--- src/rtl/core/lsbse_pkg.sv ---
package lsbse_pkg;

	localparam int unsigned POS_W = 36;

	// Frame layout, byte positions
	localparam logic [POS_W-1:0] HEADER_BYTES = 36'd54;
	localparam logic [POS_W-1:0] EXT_LEN_OFF  = 36'd8;
	localparam logic [POS_W-1:0] EXT_CHR_OFF  = 36'd40;
	localparam logic [POS_W-1:0] SIZE_OFF     = 36'd72;
	localparam logic [POS_W-1:0] PAYLOAD_OFF  = 36'd104;
	localparam logic [POS_W-1:0] POS_MAX      = {POS_W{1'b1}};

	// Register reset values
	localparam logic [7:0]  MAGIC_RST   = 8'd0;
	localparam logic [3:0]  EXT_LEN_RST = 4'd4;
	localparam logic [31:0] EXT_CHR_RST = 32'd0;
	localparam logic [31:0] SIZE_RST    = 32'd0;

	// Configuration register indexes
	typedef enum logic [1:0] {
		REG_MAGIC   = 2'd0,
		REG_EXT_LEN = 2'd1,
		REG_EXT_CHR = 2'd2,
		REG_SIZE    = 2'd3
	} cfg_reg_t;

	typedef struct packed {
		logic [7:0]  magic_char;
		logic [3:0]  ext_length;
		logic [31:0] ext_chars;
		logic [31:0] secret_size;
	} cfg_t;

	// Per-beat decision from the frame decoder
	typedef struct packed {
		logic in_frame; // LSB is replaced
		logic lsb;      // bit to put in the LSB
		logic latch;    // secret byte taken on this beat
		logic done;     // last frame bit
	} frame_res_t;

endpackage

--- src/rtl/core/lsb_stego_embedder.sv ---
// LSB steganography embedder.
// Input channel (in_valid / in_stall) carries one cover image byte and the
// current secret byte per beat; output channel (out_valid / out_stall)
// returns the stego byte with secret_taken and embed_done flags.
// A beat moves when valid is high and stall is low at a rising clk edge.
// A beat goes from the input register to the result register. Throughput:
// one beat per cycle while out_stall is low, set by the single
// decode-and-replace stage between the two registers.
// When the receiver stalls, the result register holds and one further
// beat is kept in the input register; in_stall rises once both are full.
// Configuration: cfg_wr_en with cfg_index / cfg_data writes one register;
// any write restarts the frame at byte position zero. Write only while
// the block is idle.
// Reset (arst_n low) empties both stages, clears the byte position and the
// secret shift register and returns the registers to their defaults.
module lsb_stego_embedder import lsbse_pkg::*; (
	input  logic        clk,
	input  logic        arst_n,
	input  logic        in_valid,
	output logic        in_stall,
	input  logic [7:0]  image_byte,
	input  logic [7:0]  secret_byte,
	output logic        out_valid,
	input  logic        out_stall,
	output logic [7:0]  stego_byte,
	output logic        secret_taken,
	output logic        embed_done,
	input  logic        cfg_wr_en,
	input  logic [1:0]  cfg_index,
	input  logic [31:0] cfg_data
);

	cfg_t             cfg_q;
	logic [POS_W-1:0] pos_q;
	logic [7:0]       shift_q;
	logic             valid_s1;
	logic [7:0]       image_s1;
	logic [7:0]       secret_s1;
	logic             out_valid_q;
	logic [7:0]       stego_q;
	logic             taken_q;
	logic             done_q;
	logic             accept;
	logic             adv;
	frame_res_t       fres;
	cfg_reg_t         widx;

	// Handshake
	assign adv      = valid_s1 && (!out_valid_q || !out_stall);
	assign in_stall = valid_s1 && !adv;
	assign accept   = in_valid && !in_stall;
	assign widx     = cfg_reg_t'(cfg_index);

	// Frame decode
	lsbse_frame u_frame (
		.pos          (pos_q),
		.cfg          (cfg_q),
		.secret_shift (shift_q),
		.secret_byte  (secret_s1),
		.res          (fres)
	);

	// Configuration registers
	always_ff @(posedge clk or negedge arst_n) begin
		if (!arst_n) begin
			cfg_q.magic_char  <= MAGIC_RST;
			cfg_q.ext_length  <= EXT_LEN_RST;
			cfg_q.ext_chars   <= EXT_CHR_RST;
			cfg_q.secret_size <= SIZE_RST;
		end else if (cfg_wr_en) begin
			unique case (widx)
				REG_MAGIC:   cfg_q.magic_char  <= cfg_data[7:0];
				REG_EXT_LEN: cfg_q.ext_length  <= cfg_data[3:0];
				REG_EXT_CHR: cfg_q.ext_chars   <= cfg_data;
				REG_SIZE:    cfg_q.secret_size <= cfg_data;
			endcase
		end
	end

	// Byte position and secret shift register
	always_ff @(posedge clk or negedge arst_n) begin
		if (!arst_n) begin
			pos_q   <= '0;
			shift_q <= '0;
		end else begin
			if (cfg_wr_en) begin
				pos_q <= '0;
			end else if (adv && (pos_q != POS_MAX)) begin
				pos_q <= pos_q + 36'd1;
			end
			if (adv && fres.latch) begin
				shift_q <= secret_s1;
			end
		end
	end

	// Input register
	always_ff @(posedge clk or negedge arst_n) begin
		if (!arst_n) begin
			valid_s1 <= 1'b0;
		end else if (accept) begin
			valid_s1 <= 1'b1;
		end else if (adv) begin
			valid_s1 <= 1'b0;
		end
	end

	always_ff @(posedge clk) begin
		if (accept) begin
			image_s1  <= image_byte;
			secret_s1 <= secret_byte;
		end
	end

	// Result register
	always_ff @(posedge clk or negedge arst_n) begin
		if (!arst_n) begin
			out_valid_q <= 1'b0;
		end else if (adv) begin
			out_valid_q <= 1'b1;
		end else if (!out_stall) begin
			out_valid_q <= 1'b0;
		end
	end

	always_ff @(posedge clk) begin
		if (adv) begin
			stego_q <= fres.in_frame ? {image_s1[7:1], fres.lsb} : image_s1;
			taken_q <= fres.latch;
			done_q  <= fres.done;
		end
	end

	assign out_valid    = out_valid_q;
	assign stego_byte   = stego_q;
	assign secret_taken = taken_q;
	assign embed_done   = done_q;

endmodule

--- src/rtl/core/lsbse_frame.sv ---
module lsbse_frame import lsbse_pkg::*; (
	input  logic [POS_W-1:0] pos,
	input  cfg_t             cfg,
	input  logic [7:0]       secret_shift,
	input  logic [7:0]       secret_byte,
	output frame_res_t       res
);

	logic [POS_W-1:0] off;
	logic [POS_W-1:0] d_len;
	logic [POS_W-1:0] d_chr;
	logic [POS_W-1:0] d_size;
	logic [POS_W-1:0] payload_end;
	logic [POS_W-1:0] last_off;
	logic [4:0]       j_len;
	logic [4:0]       j_chr;
	logic [4:0]       j_size;
	logic [2:0]       q;
	logic [31:0]      len32;
	logic             chr_en;

	// Field offsets from the end of the header
	assign off     = pos - HEADER_BYTES;
	assign d_len   = off - EXT_LEN_OFF;
	assign d_chr   = off - EXT_CHR_OFF;
	assign d_size  = off - SIZE_OFF;
	assign j_len   = d_len[4:0];
	assign j_chr   = d_chr[4:0];
	assign j_size  = d_size[4:0];
	assign q       = off[2:0];
	assign len32   = {28'd0, cfg.ext_length};

	// Extension character sent only below the given length
	assign chr_en  = {2'b00, j_chr[4:3]} < cfg.ext_length;

	// Payload end and the offset of the final frame bit
	assign payload_end = PAYLOAD_OFF + {1'b0, cfg.secret_size, 3'b000};
	assign last_off    = (cfg.secret_size == 32'd0) ? (PAYLOAD_OFF - 36'd1)
	                                                : (payload_end - 36'd1);

	always_comb begin
		res = '0;
		if (pos >= HEADER_BYTES) begin
			res.done = (off == last_off);
			priority if (off < EXT_LEN_OFF) begin
				res.in_frame = 1'b1;
				res.lsb      = cfg.magic_char[~q];
			end else if (off < EXT_CHR_OFF) begin
				res.in_frame = 1'b1;
				res.lsb      = len32[~j_len];
			end else if (off < SIZE_OFF) begin
				res.in_frame = 1'b1;
				res.lsb      = chr_en & cfg.ext_chars[~j_chr];
			end else if (off < PAYLOAD_OFF) begin
				res.in_frame = 1'b1;
				res.lsb      = cfg.secret_size[~j_size];
			end else if (off < payload_end) begin
				// One secret byte per eight image bytes, MSB first
				res.in_frame = 1'b1;
				res.latch    = (q == 3'd0);
				res.lsb      = (q == 3'd0) ? secret_byte[7] : secret_shift[~q];
			end else begin
				res.in_frame = 1'b0;
			end
		end
	end

endmodule

--- config.mk ---
export PLATFORM = sky130hd
export DESIGN_NAME = lsb_stego_embedder
export DESIGN_NICKNAME = d
export VERILOG_FILES = /design/src/rtl/core/lsbse_pkg.sv /design/src/rtl/core/lsb_stego_embedder.sv /design/src/rtl/core/lsbse_frame.sv
export SDC_FILE = /design/constraint.sdc
export NUM_CORES = 1
export LEC_CHECK = 0
export BUFFER_PORTS_ARGS = -buffer_cell sky130_fd_sc_hd__buf_2
export CORE_MARGIN = 10
export CORE_UTILIZATION = 65
export CTS_CLUSTER_SIZE = 25
export DETAILED_ROUTE_END_ITERATION = 16
export GPL_TIMING_DRIVEN = 0
export HOLD_SLACK_MARGIN = 0.02
export PLACE_DENSITY = 0.95
export SYNTH_ARGS = -nofsm -noshare
export SYNTH_HDL_FRONTEND = slang
export SYNTH_SLANG_ARGS = --single-unit
--- constraint.sdc ---
create_clock -name clk -period 9.15 [get_ports clk]
set_input_delay 0 -clock clk [delete_from_list [all_inputs] [get_ports clk]]
set_output_delay 0 -clock clk [all_outputs]
set_load 0.005 [all_outputs]
---- After elaboration in Yosys (flattened, before gate mapping) ----
Index checks and enable logic that the tools add are counted.
storage, ports and cells
  register bits ........................... 148
  output and inout port bits .............. 12
operators by class
  $add $sub $neg .......................... 7
  muxes and demuxes ....................... 30
  magnitude comparators ................... 11
  equality and inequality tests ........... 6
  reduce and logical (&&, ||, !) cells .... 19
  bitwise logic cells ..................... 5
operators by type and width
  operator               count
  $mux 36                3
  $lt 36x7->1 const B    2
  $add 36x1->36 const B  1
  $add 7x35->36 const A  1
  $eq 36x36->1           1
  $ge 36x6->1 const B    1
  $lt 36x36->1           1
  $lt 36x4->1 const B    1
  $lt 36x6->1 const B    1
  $ne 36x36->1 const B   1
  $sub 36x1->36 const B  1
  $sub 36x6->36 const B  1
  $logic_not 32->1       1
  $lt 5x6->1 const B     3
  $mux 1                 16
  $bmux 1 s5             3
  $not 5->5              3
  $sub 5x4->5 const B    3
  $mux 2                 5
  $reduce_and 2->1       4
  $bmux 1 s3             2
  $logic_and 1x1->1      5
  $eq 2x2->1 const B     2
  $logic_not 1->1        4
  other kinds (11)       12

---- Longest topological paths before layout ----
  depth after elaboration ................. 12
  mapped depth ............................ 19

---- Cells and area by module ----
Synthesis repeated with hierarchy kept, for this count alone.
second synthesis, totals
  cells, all modules ...................... 1086
  area total of the unflattened synthesis .. 11050.6 µm²
by module, submodules not included
  module              seq. area each (µm²)  cells each  area an instance (µm²)  instances
  lsb_stego_embedder  3834.9                442         6134.6                  1
  lsbse_frame         0.0                   644         4916.0                  1

---- Worst setup path after synthesis ----
Ideal clock, no wire load.
  path kind ............................... reg-to-reg
  start ................................... register cfg_q[0] in the netlist's numbering
  end ..................................... register shift_q[0]
  slack ................................... 4.920 ns
  stages on the path, launching flop included .. 20
  path buffers ............................ 3
  setup time .............................. 0.125 ns
  clock period less this slack ............ 4.230 ns
  arrival time ............................ 4.105 ns
  path through ............................ dfrtp_1 > ha_1 > buf_2 > or3_1 > buf_2 > nand4_1 > buf_2 > nor3_1 > xnor2_1 > ha_1 > a21o_1 > a21o_1 > a21o_1 > a21o_1 > a21oi_1 > o211ai_1 > a21oi_1 > nand2_1 > nor4_4 > mux2_2
between the ends
  word-level cells in the longest chain between the ends .. 9
RTL lines
  what                    line                      text
  start: declaration      lsb_stego_embedder.sv:33  cfg_t cfg_q;
  $add 7x35->36           lsbse_frame.sv:37         assign payload_end = PAYLOAD_OFF + {1'b0, cfg.secret_size, 3'b000};
  $lt 36x36->1            lsbse_frame.sv:57         end else if (off < payload_end) begin
  $mux 2                  lsbse_frame.sv:57
  $mux 1                  lsbse_frame.sv:54         end else if (off < PAYLOAD_OFF) begin
  $mux 1                  lsbse_frame.sv:51         end else if (off < SIZE_OFF) begin
  $mux 1                  lsbse_frame.sv:48         end else if (off < EXT_CHR_OFF) begin
  $mux 1                  lsbse_frame.sv:45         priority if (off < EXT_LEN_OFF) begin
  $mux 4                  lsbse_frame.sv:43         if (pos >= HEADER_BYTES) begin
  $logic_and 1x1->1       lsb_stego_embedder.sv:91  if (adv && fres.latch) begin
  end signal: assignment  lsb_stego_embedder.sv:92  shift_q <= secret_s1;
  end: declaration        lsb_stego_embedder.sv:35  logic [7:0] shift_q;
Every way passes these cells.
A chain may end at the register's enable or synchronous reset.

---- Final worst setup path ----
  start ................................... register pos_q[1]
  end ..................................... register shift_q[0]
between the ends
  word-level cells in the longest chain between the ends .. 9
RTL lines
  what                                             line                                  text
  start: declaration                               lsb_stego_embedder.sv:34              logic [POS_W-1:0] pos_q;
  start signal: assignment                         lsb_stego_embedder.sv:89              pos_q <= pos_q + 36'd1;
  $sub 36x6->36                                    lsbse_frame.sv:23                     assign off = pos - HEADER_BYTES;
  $lt 36x36->1 or $logic_not 3->1 (tied branches)  lsbse_frame.sv:57, lsbse_frame.sv:60
  $mux 2                                           lsbse_frame.sv:57
  $mux 1                                           lsbse_frame.sv:54
  $mux 1                                           lsbse_frame.sv:51
  $mux 1                                           lsbse_frame.sv:48
  $mux 1                                           lsbse_frame.sv:45
  $mux 4 (*)                                       lsbse_frame.sv:43
  $logic_and 1x1->1 (*)                            lsb_stego_embedder.sv:91
Every way passes the cells marked *; elsewhere a longest branch is shown, timed or not.

==> metrics.txt <==
# TYPE chip_impl_metric gauge
chip_impl_info{name="critical_path.cell_chain",value="buf_2 -> a21oi_1 -> xor2_1 -> inv_2 -> ha_1 -> and4_1 -> a221oi_1 -> o21ai_0 -> a21oi_1 -> o221ai_1 -> a21oi_1 -> nand2_1 -> nor4_4 -> mux2_2"} 1
chip_impl_info{name="critPathKind",value="flip-flop to flip-flop"} 1
chip_impl_info{name="setup.worst_path.end",value="shift_q[0]"} 1
chip_impl_metric{name="power.ir.vdd_worst",unit="uV"} 197
chip_impl_info{name="status",value="complete, but fails checks"} 1
chip_impl_metric{name="muxShareOfSynthArea",unit="%"} 14.5
chip_impl_metric{name="syn-num-nets",unit=""} 1188
chip_impl_info{name="synthMostInstantiatedCell",value="sky130_fd_sc_hd__dfrtp_1"} 1
chip_impl_metric{name="port_buffers",unit=""} 66
chip_impl_metric{name="number_of_nets_in_the_layout",unit=""} 1327
chip_impl_metric{name="totalNegativeSetupSlack",unit="ps"} 0
chip_impl_metric{name="chipHeight",unit="um"} 148
chip_impl_metric{name="clk-insertion-delay-late",unit="ps"} 470
chip_impl_info{name="largest_family_of_logic_cells_by_synthesized_area",value="simple AND/OR/NAND/NOR gates"} 1
chip_impl_metric{name="worst_slew_pin_slew",unit="ps"} 1620
chip_impl_metric{name="route.detailed.vias_per_inst",unit=""} 7.47
chip_impl_metric{name="final.setup_skew",unit="ps"} 26.6
chip_impl_info{name="failed_checks",value="capacitance limit, slew limit"} 1
chip_impl_metric{name="pre_cts_ws",unit="ps"} 4040
chip_impl_metric{name="adder_cell_share_of_the_synthesized_area",unit="%"} 4.58
chip_impl_metric{name="grt_first_pass_wirelength",unit="um"} 63200
chip_impl_metric{name="final.period_utilization",unit="%"} 62.8
chip_impl_metric{name="grt-ovfl-total",unit=""} 0
chip_impl_metric{name="reg2reg_slack",unit="ps"} 3400
chip_impl_metric{name="place.gp.congestion",unit=""} 0.989
chip_impl_metric{name="clk_pin_slew_worst_paths",unit="ps"} 70
chip_impl_metric{name="rows",unit=""} 46
chip_impl_metric{name="synthDistinctLibCells",unit=""} 73
chip_impl_metric{name="finalHoldViolations",unit=""} 0
chip_impl_info{name="synth_top_cell_by_area",value="sky130_fd_sc_hd__dfrtp_1"} 1
chip_impl_info{name="clock_tree_from_tritoncts",value="done"} 1
chip_impl_metric{name="antenna_violations_before_repair",unit=""} 3
chip_impl_metric{name="fmax",unit="MHz"} 174
chip_impl_metric{name="post_route_cells_drive_above_1_share",unit="%"} 20.5
chip_impl_info{name="worstHoldPathType",value="input pin to async pin"} 1
chip_impl_metric{name="headroom_to_the_max_slew_limit",unit="%"} -9.04
chip_impl_metric{name="cts_buffer_depth",unit=""} 2
chip_impl_metric{name="drtPass1Iterations",unit=""} 13
chip_impl_metric{name="grt_util_all_layers",unit="%"} 37.3
chip_impl_info{name="worstSetupStartpoint",value="pos_q[1]"} 1
chip_impl_metric{name="clkSinkCount",unit=""} 148
chip_impl_metric{name="finalMaxSlewViolations",unit=""} 11
chip_impl_metric{name="static_leakage",unit="nW"} 5.00
chip_impl_info{name="ys.flop_type",value="sky130_fd_sc_hd__dfrtp_1"} 1
chip_impl_metric{name="yosys.area_share.xor_xnor",unit="%"} 10.9
chip_impl_metric{name="core_area",unit="sq mm"} 0.0159
chip_impl_metric{name="max_cap_violations",unit=""} 2
chip_impl_metric{name="required",unit="ps"} 9480
chip_impl_metric{name="power.total",unit="W"} 0.00231
chip_impl_info{name="worstReg2RegStart",value="pos_q[1]"} 1
chip_impl_metric{name="post_synth_and_or_nand_nor_area_fraction",unit="%"} 21.1
chip_impl_metric{name="netlist_area",unit="sq mm"} 0.0106
chip_impl_metric{name="syn_to_final_growth",unit="%"} 16.7
chip_impl_info{name="worst_setup_path_start_kind",value="flip-flop"} 1
chip_impl_metric{name="worst-path-max-fanout",unit=""} 10
chip_impl_metric{name="drt_iter0_markers",unit=""} 2062
chip_impl_metric{name="maximum_number_of_pins_on_one_net_before_global_route_repair",unit=""} 102
chip_impl_metric{name="finalWorstSetupSlack",unit="ps"} 3400
chip_impl_info{name="synth.top_cells.by_area",value="sky130_fd_sc_hd__dfrtp_1 (28%), sky130_fd_sc_hd__mux2_2 (9.1%), sky130_fd_sc_hd__edfxtp_1 (7.3%)"} 1
chip_impl_metric{name="start_util",unit="%"} 66.8
chip_impl_metric{name="postSynthCellCount",unit=""} 1094
chip_impl_metric{name="first_global_vias",unit=""} 10600
chip_impl_metric{name="drc",unit=""} 0
chip_impl_metric{name="worstRegToRegCells",unit=""} 14
chip_impl_metric{name="final_core_util",unit="%"} 77.9
chip_impl_metric{name="floorplan.io_pins",unit=""} 67
chip_impl_metric{name="finalWorstPathRequiredPeriod",unit="ps"} 5750
chip_impl_metric{name="hpwl",unit="um"} 23600
chip_impl_metric{name="count_of_endpoints_failing_setup_in_the_final_report",unit=""} 0
chip_impl_info{name="critPathMostFrequentCell",value="sky130_fd_sc_hd__a21oi_1"} 1
chip_impl_metric{name="synthDominantCellAreaShare",unit="%"} 28.4
chip_impl_metric{name="floorplan.die_area",unit="sq mm"} 0.0219
chip_impl_info{name="setup_repair_after_global_routing_missed_its_margin",value="no"} 1
chip_impl_info{name="clk_root_buffer_cell",value="sky130_fd_sc_hd__clkbuf_16"} 1
chip_impl_metric{name="wirelength",unit="um"} 40800
chip_impl_info{name="yosys-top-cells-count",value="sky130_fd_sc_hd__dfrtp_1 (121), sky130_fd_sc_hd__nor2_1 (91), sky130_fd_sc_hd__mux2_2 (86)"} 1
chip_impl_info{name="crit-reg2reg-capture",value="shift_q[0]"} 1
chip_impl_metric{name="postRouteAntennaNets",unit=""} 0
chip_impl_metric{name="synthesis.area_per_instance",unit="sq um"} 9.73
chip_impl_metric{name="cts_max_level",unit=""} 4
chip_impl_metric{name="cts-buffers-inserted",unit=""} 17
chip_impl_metric{name="asyncSetResetFlopFracSynth",unit="%"} 82.4
chip_impl_metric{name="vias",unit=""} 10900
chip_impl_metric{name="power_per_cell_area",unit="mW/mm^2"} 186
chip_impl_metric{name="synth_compound_gate_area_share",unit="%"} 8.95
chip_impl_info{name="critical_path.endpoint_type",value="flip-flop"} 1
chip_impl_metric{name="synth.ff_latch_count",unit=""} 148
chip_impl_info{name="critPathSlowestCell",value="sky130_fd_sc_hd__a21oi_1"} 1
chip_impl_metric{name="critPathMaxStageDelay",unit="ps"} 660
chip_impl_metric{name="number_of_synthesized_flops_with_an_enable_pin",unit=""} 26
chip_impl_metric{name="wl_per_cell",unit="um"} 27.9
chip_impl_metric{name="die_width",unit="um"} 148
chip_impl_metric{name="synthesis.yosys.warnings",unit=""} 0
chip_impl_metric{name="worstPathArrival",unit="ps"} 6080
chip_impl_metric{name="synth_sequential_area_ratio",unit="%"} 36.0
[registers in the layout (all words and copies together) (netlist names)]
signal        cells
secret_taken      1
stego_byte        8
image_s1          8
cfg_q            76
secret_s1         8
out_valid         1
shift_q           8
valid_s1          1
pos_q            36
embed_done        1
[critical path: cells and delay by family (launching register included)]
kind / cells / cell delay (ps)
AO/OA/AOI/OAI: 6 / 2000
AND/OR/NAND/NOR: 3 / 1150
multiplexers: 1 / 450
buffers and inverters: 2 / 540
XOR/XNOR: 1 / 630
flip-flops: 1 / 450
adder cells (fa/ha/maj): 1 / 390
[layout make-up]
cell class / instances / area, sq um
Fill cell: 885 / 3520
Inverter: 29 / 109
Clock inverter: 14 / 153
Buffer: 72 / 305
Multi-Input combinational cell: 845 / 6400
Sequential cell: 148 / 3830
Antenna cell: 1 / 2.50
Clock buffer: 18 / 450
Tap cell: 216 / 270
Timing Repair Buffer: 120 / 895
[stage by stage]
step | hold WS [ps] | instances | instance area, sq um
after global placement | 176 | 1376 | 11200
final | 89.1 | 1463 | 12400
after floorplan | -296 | 1094 | 10600
after CTS | 148 | 1462 | 12400
after global routing | 108 | 1462 | 12400
after detailed placement | -130 | 1377 | 11300
[power by group]
part | internal, W | switching (W) | total (W)
combinational | 0.000282 | 0.000433 | 0.000715
sequential | 0.000746 | 0.0000784 | 0.000824
clock | 0.000405 | 0.000361 | 0.000767
[routing by layer]
metal	wire length [um]	GRT usage, %
met5	88	1.90
met4	3730	25.0
met3	6250	17.0
met2	17700	55.9
met1	13000	41.8
[cells by family after synthesis]
kind of cell	after synthesis
compound gates	135
flops	148
xor+xnor	133
mux	117
buf+inv	101
fa+ha+maj	39
simple gates	421
[how the worst min path moves through the flow]
stage / end / slack, ps / from / cells past startpoint
3_3_place_gp: image_s1[2] / 180 / image_byte[2] / 1
4_1_cts: cfg_q[31] / 150 / cfg_wr_en / 3
6_report: pos_q[18] / 90 / arst_n / 3
3_5_place_dp: pos_q[27] / -130 / arst_n / 1
5_1_grt: cfg_q[70] / 110 / cfg_index[0] / 3
2_1_floorplan: cfg_q[0] / -300 / arst_n / 0
[cells in the final DEF, fill, tap and decap left out, drive strengths merged, types with 4 or more instances in the layout]
cell type      n
dfrtp        121
buf           99
nor2          92
mux2          86
nand2         79
xnor2         71
xor2          62
clkbuf        58
dlygate4sd3   53
nand3         43
nand4         40
ha            39
nor3          39
inv           39
nor4          31
a21oi         30
edfxtp        26
or3           25
mux4          21
o21ai         19
a21o          18
and4          13
mux2i         10
and3           9
and2           9
o211ai         9
nand2b         8
o31ai          7
o22ai          7
or4            7
nor2b          6
a31oi          5
o2111ai        5
or2            4
a2111oi        4
a21boi         4
nor3b          4
[repair_timing]
action                    4_1_cts  5_1_grt
hold endpoints to repair      215        0
gates resized for setup         0        0
setup buffers                   0        0
hold buffers                   53        0
Power figures use the tool's default switching activity.
